==> src/rtl/core/agt_pkg.sv <==
// Shared types and constants for the anemometer speed and gust tracker.
package agt_pkg;

    localparam int GUST_SAMPLES = 64;
    localparam int RING_AW      = $clog2(GUST_SAMPLES);
    localparam int FILL_W       = $clog2(GUST_SAMPLES + 1);

    localparam int DIVIDEND_W   = 36;
    localparam int DIV_CNT_W    = $clog2(DIVIDEND_W + 1);

    localparam logic [19:0] ONE_SECOND_US = 20'd1_000_000;
    localparam logic [31:0] STALE_US      = 32'd2_000_000;

    localparam logic [15:0] SPEED_PER_TICK_RST = 16'd240;
    localparam logic [31:0] GUST_WINDOW_RST    = 32'd3000;
    localparam logic [15:0] SPEED_MAX          = 16'hFFFF;

    typedef enum logic [0:0] {
        CFG_SPEED_PER_TICK = 1'b0,
        CFG_GUST_WINDOW    = 1'b1
    } agt_cfg_idx_t;

    typedef enum logic [0:0] {
        CMD_TICK   = 1'b0,
        CMD_UPDATE = 1'b1
    } agt_cmd_t;

    typedef enum logic [2:0] {
        S_IDLE,
        S_DIV,
        S_WRITE,
        S_SCAN,
        S_DONE
    } agt_state_t;

    typedef struct packed {
        logic [31:0] stamp_ms;
        logic [15:0] speed;
    } agt_sample_t;

    typedef struct packed {
        logic wr_en;
        logic scan_start;
    } agt_ring_ctl_t;

endpackage

==> src/rtl/core/agt_divider.sv <==
// Bit-serial restoring divider that forms the saturated wind speed from a tick interval.
module agt_divider (
    input  logic        clk,
    input  logic        rst_n,
    input  logic        start,
    input  logic [15:0] multiplicand,
    input  logic [31:0] divisor,
    output logic        done,
    output logic [15:0] quotient
);

    logic                           busy_reg, busy_next;
    logic                           done_reg, done_next;
    logic [agt_pkg::DIV_CNT_W-1:0]  count_reg, count_next;
    logic [31:0]                    rem_reg, rem_next;
    logic [agt_pkg::DIVIDEND_W-1:0] dq_reg, dq_next;
    logic [31:0]                    divisor_reg, divisor_next;
    logic [agt_pkg::DIVIDEND_W-1:0] product;
    logic [32:0]                    trial;
    logic [32:0]                    diff;
    logic                           fits;

    assign product = agt_pkg::DIVIDEND_W'(multiplicand)
                   * agt_pkg::DIVIDEND_W'(agt_pkg::ONE_SECOND_US);
    assign trial   = {rem_reg, dq_reg[agt_pkg::DIVIDEND_W-1]};
    assign diff    = trial - {1'b0, divisor_reg};
    assign fits    = (trial >= {1'b0, divisor_reg});

    always_comb
    begin
        busy_next    = busy_reg;
        done_next    = 1'b0;
        count_next   = count_reg;
        rem_next     = rem_reg;
        dq_next      = dq_reg;
        divisor_next = divisor_reg;
        if (start)
        begin
            busy_next    = 1'b1;
            count_next   = agt_pkg::DIV_CNT_W'(agt_pkg::DIVIDEND_W);
            rem_next     = '0;
            dq_next      = product;
            divisor_next = divisor;
        end
        else if (busy_reg)
        begin
            // The dividend shifts out at the top while quotient bits shift in at the bottom.
            rem_next   = fits ? diff[31:0] : trial[31:0];
            dq_next    = {dq_reg[agt_pkg::DIVIDEND_W-2:0], fits};
            count_next = count_reg - 1'b1;
            if (count_reg == agt_pkg::DIV_CNT_W'(1))
            begin
                busy_next = 1'b0;
                done_next = 1'b1;
            end
        end
    end

    always_ff @(posedge clk or negedge rst_n)
    begin
        if (!rst_n)
        begin
            busy_reg  <= 1'b0;
            done_reg  <= 1'b0;
            count_reg <= '0;
        end
        else
        begin
            busy_reg  <= busy_next;
            done_reg  <= done_next;
            count_reg <= count_next;
        end
    end

    always_ff @(posedge clk)
    begin
        rem_reg     <= rem_next;
        dq_reg      <= dq_next;
        divisor_reg <= divisor_next;
    end

    assign done     = done_reg;
    assign quotient = (|dq_reg[agt_pkg::DIVIDEND_W-1:16]) ? agt_pkg::SPEED_MAX : dq_reg[15:0];

endmodule

==> src/rtl/core/agt_ring.sv <==
// Gust sample ring: stores tick samples and scans them for the windowed maximum.
module agt_ring (
    input  logic                  clk,
    input  logic                  rst_n,
    input  agt_pkg::agt_ring_ctl_t ctl,
    input  logic [31:0]           time_ms,
    input  logic [15:0]           speed,
    input  logic [31:0]           window_ms,
    output logic                  scan_done,
    output logic [15:0]           best
);

    agt_pkg::agt_sample_t mem [agt_pkg::GUST_SAMPLES];

    logic [agt_pkg::RING_AW-1:0] write_pos_reg, write_pos_next;
    logic [agt_pkg::FILL_W-1:0]  fill_count_reg, fill_count_next;
    logic [agt_pkg::FILL_W-1:0]  scan_idx_reg, scan_idx_next;
    logic                        active_reg, active_next;
    logic                        rd_valid_reg, rd_valid_next;
    logic [15:0]                 best_reg, best_next;
    agt_pkg::agt_sample_t        rd_data_reg;
    logic                        issue;
    logic [31:0]                 age;
    logic                        hit;

    assign issue = active_reg && (scan_idx_reg < fill_count_reg);
    assign age   = time_ms - rd_data_reg.stamp_ms;
    assign hit   = (age <= window_ms) && (rd_data_reg.speed > best_reg);

    assign scan_done = active_reg && !issue && !rd_valid_reg;

    always_comb
    begin
        write_pos_next  = write_pos_reg;
        fill_count_next = fill_count_reg;
        scan_idx_next   = scan_idx_reg;
        active_next     = active_reg;
        rd_valid_next   = issue;
        best_next       = best_reg;

        if (ctl.wr_en)
        begin
            if (write_pos_reg == agt_pkg::RING_AW'(agt_pkg::GUST_SAMPLES - 1))
                write_pos_next = '0;
            else
                write_pos_next = write_pos_reg + 1'b1;
            if (fill_count_reg < agt_pkg::FILL_W'(agt_pkg::GUST_SAMPLES))
                fill_count_next = fill_count_reg + 1'b1;
        end

        if (ctl.scan_start)
        begin
            active_next   = 1'b1;
            scan_idx_next = '0;
            best_next     = '0;
        end
        else
        begin
            if (issue)
                scan_idx_next = scan_idx_reg + 1'b1;
            if (rd_valid_reg && hit)
                best_next = rd_data_reg.speed;
            if (scan_done)
                active_next = 1'b0;
        end
    end

    always_ff @(posedge clk or negedge rst_n)
    begin
        if (!rst_n)
        begin
            write_pos_reg  <= '0;
            fill_count_reg <= '0;
            scan_idx_reg   <= '0;
            active_reg     <= 1'b0;
            rd_valid_reg   <= 1'b0;
        end
        else
        begin
            write_pos_reg  <= write_pos_next;
            fill_count_reg <= fill_count_next;
            scan_idx_reg   <= scan_idx_next;
            active_reg     <= active_next;
            rd_valid_reg   <= rd_valid_next;
        end
    end

    always_ff @(posedge clk)
    begin
        best_reg <= best_next;
    end

    always_ff @(posedge clk)
    begin
        if (ctl.wr_en)
        begin
            mem[write_pos_reg].stamp_ms <= time_ms;
            mem[write_pos_reg].speed    <= speed;
        end
    end

    // Only entries below the fill count are read, and those have all been written.
    always_ff @(posedge clk)
    begin
        rd_data_reg <= mem[scan_idx_reg[agt_pkg::RING_AW-1:0]];
    end

    assign best = best_reg;

    a_fill_bound: assert property (@(posedge clk) disable iff (!rst_n)
        fill_count_reg <= agt_pkg::FILL_W'(agt_pkg::GUST_SAMPLES))
        else $error("ring fill count above ring depth");

    a_no_write_in_scan: assert property (@(posedge clk) disable iff (!rst_n)
        active_reg |-> !ctl.wr_en)
        else $error("sample write during gust scan");

    a_read_in_range: assert property (@(posedge clk) disable iff (!rst_n)
        rd_valid_reg |-> $past(scan_idx_reg) < fill_count_reg)
        else $error("scan read beyond filled entries");

endmodule

==> src/rtl/core/anemometer_speed_gust_tracker.sv <==
// Top level of the anemometer speed and gust tracker with its item sequencer.
//
// Each transfer on the input channel is a tick or an update request and yields exactly one
// result transfer with the current wind speed and gust. The block takes one item at a time;
// a tick after an earlier tick with a nonzero interval forms its speed in the 36-step serial
// divider, and any other tick skips it. An update scans the sample memory one entry per
// cycle over the filled entries, at most those of a full 64-entry ring. A new item is
// accepted the cycle after the result is loaded into the output register, even while that
// result still waits to be taken.
module anemometer_speed_gust_tracker (
    input  logic        clk,
    input  logic        rst_n,
    input  logic        cfg_we,
    input  logic [0:0]  cfg_index,
    input  logic [31:0] cfg_data,
    input  logic        in_valid,
    output logic        in_ready,
    input  logic        command,
    input  logic [31:0] time_us,
    input  logic [31:0] time_ms,
    output logic        out_valid,
    input  logic        out_ready,
    output logic [15:0] wind_speed,
    output logic [15:0] gust_speed
);

    agt_pkg::agt_state_t state_reg, state_next;

    logic [15:0] speed_per_tick_reg;
    logic [31:0] gust_window_reg;

    logic        tick_seen_reg, tick_seen_next;
    logic [31:0] last_tick_us_reg, last_tick_us_next;
    logic [15:0] speed_now_reg, speed_now_next;
    logic [15:0] gust_now_reg, gust_now_next;
    logic [31:0] time_ms_reg, time_ms_next;
    logic        out_valid_reg, out_valid_next;
    logic [15:0] out_wind_reg, out_wind_next;
    logic [15:0] out_gust_reg, out_gust_next;

    logic        accept;
    logic [31:0] span;
    logic        div_start;
    logic        div_done;
    logic [15:0] div_quotient;
    logic        scan_done;
    logic [15:0] scan_best;
    agt_pkg::agt_ring_ctl_t ring_ctl;

    assign in_ready = (state_reg == agt_pkg::S_IDLE);
    assign accept   = in_valid && in_ready;
    assign span     = time_us - last_tick_us_reg;

    always_ff @(posedge clk or negedge rst_n)
    begin
        if (!rst_n)
        begin
            speed_per_tick_reg <= agt_pkg::SPEED_PER_TICK_RST;
            gust_window_reg    <= agt_pkg::GUST_WINDOW_RST;
        end
        else if (cfg_we)
        begin
            case (agt_pkg::agt_cfg_idx_t'(cfg_index))
                agt_pkg::CFG_SPEED_PER_TICK: speed_per_tick_reg <= cfg_data[15:0];
                agt_pkg::CFG_GUST_WINDOW:    gust_window_reg    <= cfg_data;
                default:                     ;
            endcase
        end
    end

    always_comb
    begin
        state_next        = state_reg;
        tick_seen_next    = tick_seen_reg;
        last_tick_us_next = last_tick_us_reg;
        speed_now_next    = speed_now_reg;
        gust_now_next     = gust_now_reg;
        time_ms_next      = time_ms_reg;
        out_valid_next    = out_valid_reg && !out_ready;
        out_wind_next     = out_wind_reg;
        out_gust_next     = out_gust_reg;
        div_start         = 1'b0;
        ring_ctl          = '0;

        case (state_reg)
            agt_pkg::S_IDLE:
            begin
                if (accept)
                begin
                    time_ms_next = time_ms;
                    if (agt_pkg::agt_cmd_t'(command) == agt_pkg::CMD_TICK)
                    begin
                        tick_seen_next    = 1'b1;
                        last_tick_us_next = time_us;
                        if (tick_seen_reg && (span != 32'd0))
                        begin
                            div_start  = 1'b1;
                            state_next = agt_pkg::S_DIV;
                        end
                        else
                            state_next = agt_pkg::S_WRITE;
                    end
                    else
                    begin
                        if (tick_seen_reg && (span > agt_pkg::STALE_US))
                            speed_now_next = '0;
                        ring_ctl.scan_start = 1'b1;
                        state_next          = agt_pkg::S_SCAN;
                    end
                end
            end
            agt_pkg::S_DIV:
            begin
                if (div_done)
                begin
                    speed_now_next = div_quotient;
                    state_next     = agt_pkg::S_WRITE;
                end
            end
            agt_pkg::S_WRITE:
            begin
                ring_ctl.wr_en = 1'b1;
                state_next     = agt_pkg::S_DONE;
            end
            agt_pkg::S_SCAN:
            begin
                if (scan_done)
                begin
                    gust_now_next = scan_best;
                    state_next    = agt_pkg::S_DONE;
                end
            end
            agt_pkg::S_DONE:
            begin
                // The result waits here only while the previous one is still unclaimed.
                if (!out_valid_reg || out_ready)
                begin
                    out_valid_next = 1'b1;
                    out_wind_next  = speed_now_reg;
                    out_gust_next  = gust_now_reg;
                    state_next     = agt_pkg::S_IDLE;
                end
            end
            default:
            begin
                state_next = agt_pkg::S_IDLE;
            end
        endcase
    end

    always_ff @(posedge clk or negedge rst_n)
    begin
        if (!rst_n)
        begin
            state_reg        <= agt_pkg::S_IDLE;
            tick_seen_reg    <= 1'b0;
            last_tick_us_reg <= '0;
            speed_now_reg    <= '0;
            gust_now_reg     <= '0;
            out_valid_reg    <= 1'b0;
        end
        else
        begin
            state_reg        <= state_next;
            tick_seen_reg    <= tick_seen_next;
            last_tick_us_reg <= last_tick_us_next;
            speed_now_reg    <= speed_now_next;
            gust_now_reg     <= gust_now_next;
            out_valid_reg    <= out_valid_next;
        end
    end

    always_ff @(posedge clk)
    begin
        time_ms_reg  <= time_ms_next;
        out_wind_reg <= out_wind_next;
        out_gust_reg <= out_gust_next;
    end

    agt_divider u_divider (
        .clk          (clk),
        .rst_n        (rst_n),
        .start        (div_start),
        .multiplicand (speed_per_tick_reg),
        .divisor      (span),
        .done         (div_done),
        .quotient     (div_quotient)
    );

    agt_ring u_ring (
        .clk       (clk),
        .rst_n     (rst_n),
        .ctl       (ring_ctl),
        .time_ms   (time_ms_reg),
        .speed     (speed_now_reg),
        .window_ms (gust_window_reg),
        .scan_done (scan_done),
        .best      (scan_best)
    );

    assign out_valid  = out_valid_reg;
    assign wind_speed = out_wind_reg;
    assign gust_speed = out_gust_reg;

    a_div_done_in_div: assert property (@(posedge clk) disable iff (!rst_n)
        div_done |-> state_reg == agt_pkg::S_DIV)
        else $error("divider finished outside the divide state");

    a_scan_done_in_scan: assert property (@(posedge clk) disable iff (!rst_n)
        scan_done |-> state_reg == agt_pkg::S_SCAN)
        else $error("gust scan finished outside the scan state");

    a_update_starts_scan: assert property (@(posedge clk) disable iff (!rst_n)
        (accept && command) |=> state_reg == agt_pkg::S_SCAN)
        else $error("update transfer did not start a gust scan");

    a_tick_keeps_gust: assert property (@(posedge clk) disable iff (!rst_n)
        (state_reg == agt_pkg::S_DIV || state_reg == agt_pkg::S_WRITE) |-> $stable(gust_now_reg))
        else $error("gust changed while handling a tick");

endmodule
==> config.mk <==
export PLATFORM = sky130hd
export DESIGN_NAME = anemometer_speed_gust_tracker
export DESIGN_NICKNAME = d
export VERILOG_FILES = /design/src/rtl/core/agt_pkg.sv /design/src/rtl/core/agt_divider.sv /design/src/rtl/core/agt_ring.sv /design/src/rtl/core/anemometer_speed_gust_tracker.sv
export SDC_FILE = /design/constraint.sdc
export NUM_CORES = 2
export LEC_CHECK = 0
export BUFFER_PORTS_ARGS = -buffer_cell sky130_fd_sc_hd__buf_2
export CAP_MARGIN = 20
export CORE_MARGIN = 3
export CORE_UTILIZATION = 45
export CTS_BUF_LIST = sky130_fd_sc_hd__clkbuf_4 sky130_fd_sc_hd__clkbuf_8 sky130_fd_sc_hd__clkbuf_16
export CTS_CLUSTER_SIZE = 16
export DETAILED_ROUTE_END_ITERATION = 8
export SLEW_MARGIN = 20
export SYNTH_ARGS = -nofsm -noshare
export SYNTH_HDL_FRONTEND = slang
export SYNTH_SLANG_ARGS = --single-unit
==> constraint.sdc <==
create_clock -name clk -period 12 [get_ports clk]
set_input_delay 3 -clock clk [delete_from_list [all_inputs] [get_ports clk]]
set_output_delay 3 -clock clk [all_outputs]
set_load 0.05 [all_outputs]
## Word-level counts from Yosys, hierarchy flattened

Memories as Yosys holds them, arrays and structs flattened. A register that Yosys moved wholly into a read port is not among the register bits.
Index checks and enable logic that the tools add are counted.

- Add/subtract/negate cells: 7
- Multipliers: 1
- Order comparisons: 6
- Equality and inequality tests: 12
- Multiplexer cells: 41
- Bitwise logic cells: 2
- Reductions and logical operators: 30

Operators with widths:

| operator | count |
|---|---|
| $sub 32x32->32 | 3 |
| $mux 16 | 5 |
| $mux 36 | 2 |
| $ge 33x32->1 | 1 |
| $gt 32x21->1 const B | 1 |
| $le 32x32->1 | 1 |
| $mux 32 | 1 |
| $pmux 16 s2 | 1 |
| $reduce_bool 32->1 | 1 |
| $mul 16x14->30 const B | 1 |
| $mux 1 | 20 |
| $reduce_or 20->1 | 1 |
| $mux 6 | 3 |
| $gt 16x16->1 | 1 |
| $mux 3 | 5 |
| $pmux 3 s5 | 1 |
| $add 7x1->7 const B | 2 |
| $mux 7 | 2 |
| $reduce_and 2->1 | 6 |
| $logic_and 1x1->1 | 9 |
| $ne 2x1->1 const B | 4 |
| $reduce_bool 2->1 | 4 |
| $lt 7x7->1 | 1 |
| $lt 7x7->1 const B | 1 |
| other kinds (16) | 22 |

- Bits in registers: 327
- Bits in writable memories: 3,072
- Output and inout port bits: 34
- Word-level logic and storage cells: 124
- Memories kept: 1

Memory list:

| name | depth | width | read ports | clocked after Yosys merged registers in | write ports | RTL line | source |
|---|---|---|---|---|---|---|---|
| u_ring.mem | 64 | 48 | 1 | 1 | 1 | agt_ring.sv:13 | `agt_pkg::agt_sample_t mem [agt_pkg::GUST_SAMPLES];` |

## Longest topological paths before layout

- Depth after elaboration: 8
- Depth in mapped cells: 25

## Hierarchy

A second synthesis with hierarchy kept.

- Cells, all modules: 7,112
- Area, all modules: 141,298.0 µm²

Modules (own cells, without submodules):

| module | times used | cells each | area each (µm²) | seq. area each (µm²) |
|---|---|---|---|---|
| agt_ring | 1 | 5,279 | 122,448.7 | 94,080.2 |
| agt_divider | 1 | 1,090 | 10,065.9 | 2,822.7 |
| anemometer_speed_gust_tracker | 1 | 743 | 8,783.4 | 4,863.4 |

## Worst setup path after synthesis

Ideal clock, no wire load.

- Path type: input to register
- Start point: in in_valid
- End point: reg u_divider.dq_reg[10] (netlist name) (enable)
- Arrival: 8.014 ns
- Path slack: 3.598 ns
- Stages: 6
- Cells stage by stage: nor4b_1 > nor2b_1 > and2_1 > buf_6 > buf_6 > or2_1

- Longest elaborated chain between the ends: 4

RTL lines:

| what | RTL line | source |
|---|---|---|
| start, declared | anemometer_speed_gust_tracker.sv:16 | `input logic in_valid,` |
| $logic_and 1x1->1 | anemometer_speed_gust_tracker.sv:51 | `assign accept = in_valid && in_ready;` |
| $mux 1 | anemometer_speed_gust_tracker.sv:88 | `if (accept)` |
| $mux 1 | anemometer_speed_gust_tracker.sv:85 | `case (state_reg)` |
| $reduce_bool 2->1 (no source line) | n/a |  |
| end signal, assigned | agt_divider.sv:78 | `dq_reg <= dq_next;` |
| end, declared | agt_divider.sv:16 | `logic [agt_pkg::DIVIDEND_W-1:0] dq_reg, dq_next;` |

Every way passes these cells.
A chain may end at the register's enable or synchronous reset.

## Worst setup path in the final report

- Start point: in time_us[0]
- End point: reg u_divider.divisor_reg[12] (enable)

- Longest elaborated chain between the ends: 7

RTL lines:

| what | RTL line | source |
|---|---|---|
| start, declared | anemometer_speed_gust_tracker.sv:19 | `input logic [31:0] time_us,` |
| $sub 32x32->32 | anemometer_speed_gust_tracker.sv:52 | `assign span = time_us - last_tick_us_reg;` |
| via span[22] | anemometer_speed_gust_tracker.sv:42 | `logic [31:0] span;` |
| $reduce_bool 32->1 | anemometer_speed_gust_tracker.sv:95 | `if (tick_seen_reg && (span != 32'd0))` |
| $logic_and 1x1->1 | anemometer_speed_gust_tracker.sv:95 |  |
| $mux 1 | anemometer_speed_gust_tracker.sv:95 |  |
| $mux 1 | anemometer_speed_gust_tracker.sv:91 | `if (agt_pkg::agt_cmd_t'(command) == agt_pkg::CMD_TICK)` |
| $mux 1 | anemometer_speed_gust_tracker.sv:88 |  |
| $mux 1 | anemometer_speed_gust_tracker.sv:85 |  |
| end signal, assigned | agt_divider.sv:79 | `divisor_reg <= divisor_next;` |
| end, declared | agt_divider.sv:17 | `logic [31:0] divisor_reg, divisor_next;` |

The timed path passes the listed nets, and every way through them passes these cells.

==> impl_metrics.toml <==
[status]
run_status = "finished clean"

[critical_path]
crit_path_start_kind = "input port"
crit_path_cell_trace = "buf_2, inv_1, ha_1, inv_1, fa_1, a21o_1, a221oi_1, o31a_1, a21bo_2, nand2b_1, a311oi_1, or3_1, and4b_1, a41oi_2, and2_4, buf_4"
path_buf_inv = 4
worst_path_largest_cell_delay_ns = 0.83
crit_top_cell = "sky130_fd_sc_hd__inv_1"
worstPathRequired_ns = 12.50
setup.worst_path.end_class = "flip-flop"
critPathTopFamily = "compound AO/OA/AOI/OAI gates"
timing.critical_path.arrival_ns = 7.85
crit_type = "in -> reg"
cp_slowest_cell = "sky130_fd_sc_hd__buf_4"
critical_path_peak_fanout = 78

[timing]
final_period_minus_worst_setup_slack_ns = 7.353
max_clock_skew_ns = 0.05860
timing.setup.tns_ns = 0
slew-limit-headroom_pct = 25.08
timing_max_transition_violations_final = 0
rsz0062_at_grt = "no"
fmaxAchievable_mhz = 136.0
worst_slew_pin_slew_ns = 1.124
final_hold_viol_count = 0
fin_crit_sh_pct = 61.27
setup_viol_count_final = 0
hold_ws_ns = 0.4426

[power]
peakVddDrop_v = 0.0002463
p_per_area_nw_per_um2 = 247.3
p_leak_nw = 52.27

[grt]
antenna_found_initial = 13
grt_overflow = 0
grt_pass1_wl_mm = 534.7
groute.usage.overall_pct = 23.78
grt_max_degree = 150
via_count_of_the_first_global_routing_pass = 70630

[synthesis]
syn_avg_cell_area_sq_um = 20.80
flop_and_latch_count_out_of_synthesis = 3447
yosys.cell_count.top_type = "sky130_fd_sc_hd__edfxtp_1"
yosys.area.top_type = "sky130_fd_sc_hd__edfxtp_1"
synthDominantCellAreaShare_pct = 68.82
yosys-top-cells-area = "sky130_fd_sc_hd__edfxtp_1 (69%), sky130_fd_sc_hd__mux4_2 (16%), sky130_fd_sc_hd__dfrtp_1 (2.4%)"
syn-cell-area_sq_um = 139500
synthTopCellsByCount = "sky130_fd_sc_hd__edfxtp_1 (3198), sky130_fd_sc_hd__mux4_2 (1008), sky130_fd_sc_hd__inv_1 (280)"
post_synth_inst_count = 6710
sequential_area_share_after_synthesis_pct = 72.93
mapped_nets = 7129
async_reset_ff_share_pct = 4.265
ys_types = 79
post_synth_edffs = 3198
most_used_flip_flop_cell_after_synthesis = "sky130_fd_sc_hd__edfxtp_1"
ys_warn_count = 0

[layout]
finalCoreUtilization_pct = 51.79
area_growth_syn_to_layout_pct = 14.07
final_layout_size_suffix_gt1_share_pct = 28.96
layout.nets = 7543
largest_register_ffs = 3072

[route]
drtPass1Iterations = 7
wl_met1_mm = 155.1
drt-wirelength-per-cell_um = 32.86
drc = 0
route.antenna.remaining_nets = 0
vias = 70130
route.final.wire_length_mm = 379.0
maxUsedRoutingLayer = "met5"
met3_wire_length_mm = 33.25
met2_length_mm = 180.1
drt_first_iter_violations = 8885
avgViaCountPerCell = 6.080

[clock_network]
htree_num_levels = 5
clock_insertion_delay_worst_skew_ns = 0.93
tritoncts_num_sinks = 3447
maximum_root_to_sink_buffer_count = 4
postCtsHoldBufs = 0
cts-resized-gates = 0
root_buffer = "sky130_fd_sc_hd__clkbuf_16"
tritoncts = "built"
cts.reportedPaths.clkPinSlew_ns = 0.06
postCtsSetupRepairBufs = 0
cts_made_buffers = 361

[die]
boundaryPins = 137
floorplan.core_area_sq_um = 307300
core.rowCount = 203
initial_utilization_pct = 45.40
die_area_sq_um = 316800
chipHeight_um = 562.9
die_w_um = 562.9

[placement]
gp_routability_congestion = 0.8371
post-dp-hpwl_mm = 204.8
port-buffer-count = 136

[job]
timing.max_cap.violations = 0

[worst_hold_path]
hold_path.class = "reg -> reg"
where the power goes:
group | leakage (nW) | switching, mW | total, mW | internal [mW]
combinational | 14.5 | 6.82 | 12.4 | 5.56
sequential | 31.5 | 0.634 | 15.2 | 14.6
clock | 6.25 | 4.78 | 11.7 | 6.97
total | 52.3 | 12.2 | 39.4 | 27.1
cell type report:
cell class | count | area [sq um]
Antenna cell | 6 | 15.01
Clock buffer | 469 | 10070
Clock inverter | 198 | 2552
Fill cell | 24040 | 148200
Inverter | 280 | 1051
Multi-Input combinational cell | 2685 | 36060
Sequential cell | 3447 | 101800
Tap cell | 4100 | 5130
Timing Repair Buffer | 349 | 2474
final timing paths:
path,start,endpoint,slack [ns],cells past startpoint
max,time_us[0],u_divider.divisor_reg[12],4.65,16
min,gust_now_reg[12],gust_speed[12],0.44,0
max reg2reg,time_ms_reg[1],u_ring.best[7],4.81,22
min reg2reg,gust_now_reg[12],gust_speed[12],0.44,0
max in group asynchronous,rst_n,u_divider.busy_reg,8.20,2
min in group asynchronous,rst_n,last_tick_us_reg[3],2.19,1
worst reg2reg max path: cells and delay by family, from the launching register on:
family / cells / cell delay (ns)
multiplexers: 1 / 0.29
AND/OR/NAND/NOR: 4 / 0.80
AO/OA/AOI/OAI: 12 / 4.04
XOR/XNOR: 1 / 0.09
adder cells (fa/ha/maj): 2 / 0.72
flip-flops: 1 / 0.32
buffers and inverters: 2 / 0.82
logic make-up after synthesis:
| group | after synthesis | synth area share, % |
|---|---|---|
| flip-flops | 3447 | 72.93 |
| multiplexers | 1117 | 17.10 |
| AND/OR/NAND/NOR | 616 | 2.034 |
| buffers and inverters | 578 | 1.592 |
| AO/OA/AOI/OAI | 513 | 2.426 |
| adder cells (fa/ha/maj) | 316 | 3.146 |
| XOR/XNOR | 123 | 0.7720 |
per-stage QoR:
step                total power [mW]  cell area [sq um]  setup slack (ns)  instances
finish                         39.36             159200             4.647      11530
CTS                            39.66             159100             4.657      11530
floorplan                      24.26             139500             3.598       6710
global placement               27.74             146400             3.583      10860
detailed placement             27.90             146500             3.671      10860
global route                   41.19             159200             4.206      11530
routing by layer:
metal  GRT usage, %  up-vias
li1               -    28410
met1          33.95    37940
met2          37.69     3210
met3          4.573      569
met4          6.652        4
met5              0        -
placed cells by master, fill, tap and decap left out, types with 128 or more instances in the layout:
cell                        count
sky130_fd_sc_hd__buf_2        135
sky130_fd_sc_hd__mux4_2      1008
sky130_fd_sc_hd__inv_1        280
sky130_fd_sc_hd__a21oi_1      128
sky130_fd_sc_hd__ha_1         258
sky130_fd_sc_hd__nand2_1      170
sky130_fd_sc_hd__buf_4        200
sky130_fd_sc_hd__clkbuf_16    364
sky130_fd_sc_hd__nor2_1       161
sky130_fd_sc_hd__edfxtp_1    3198
No activity file was read; power rests on OpenSTA's default activity.
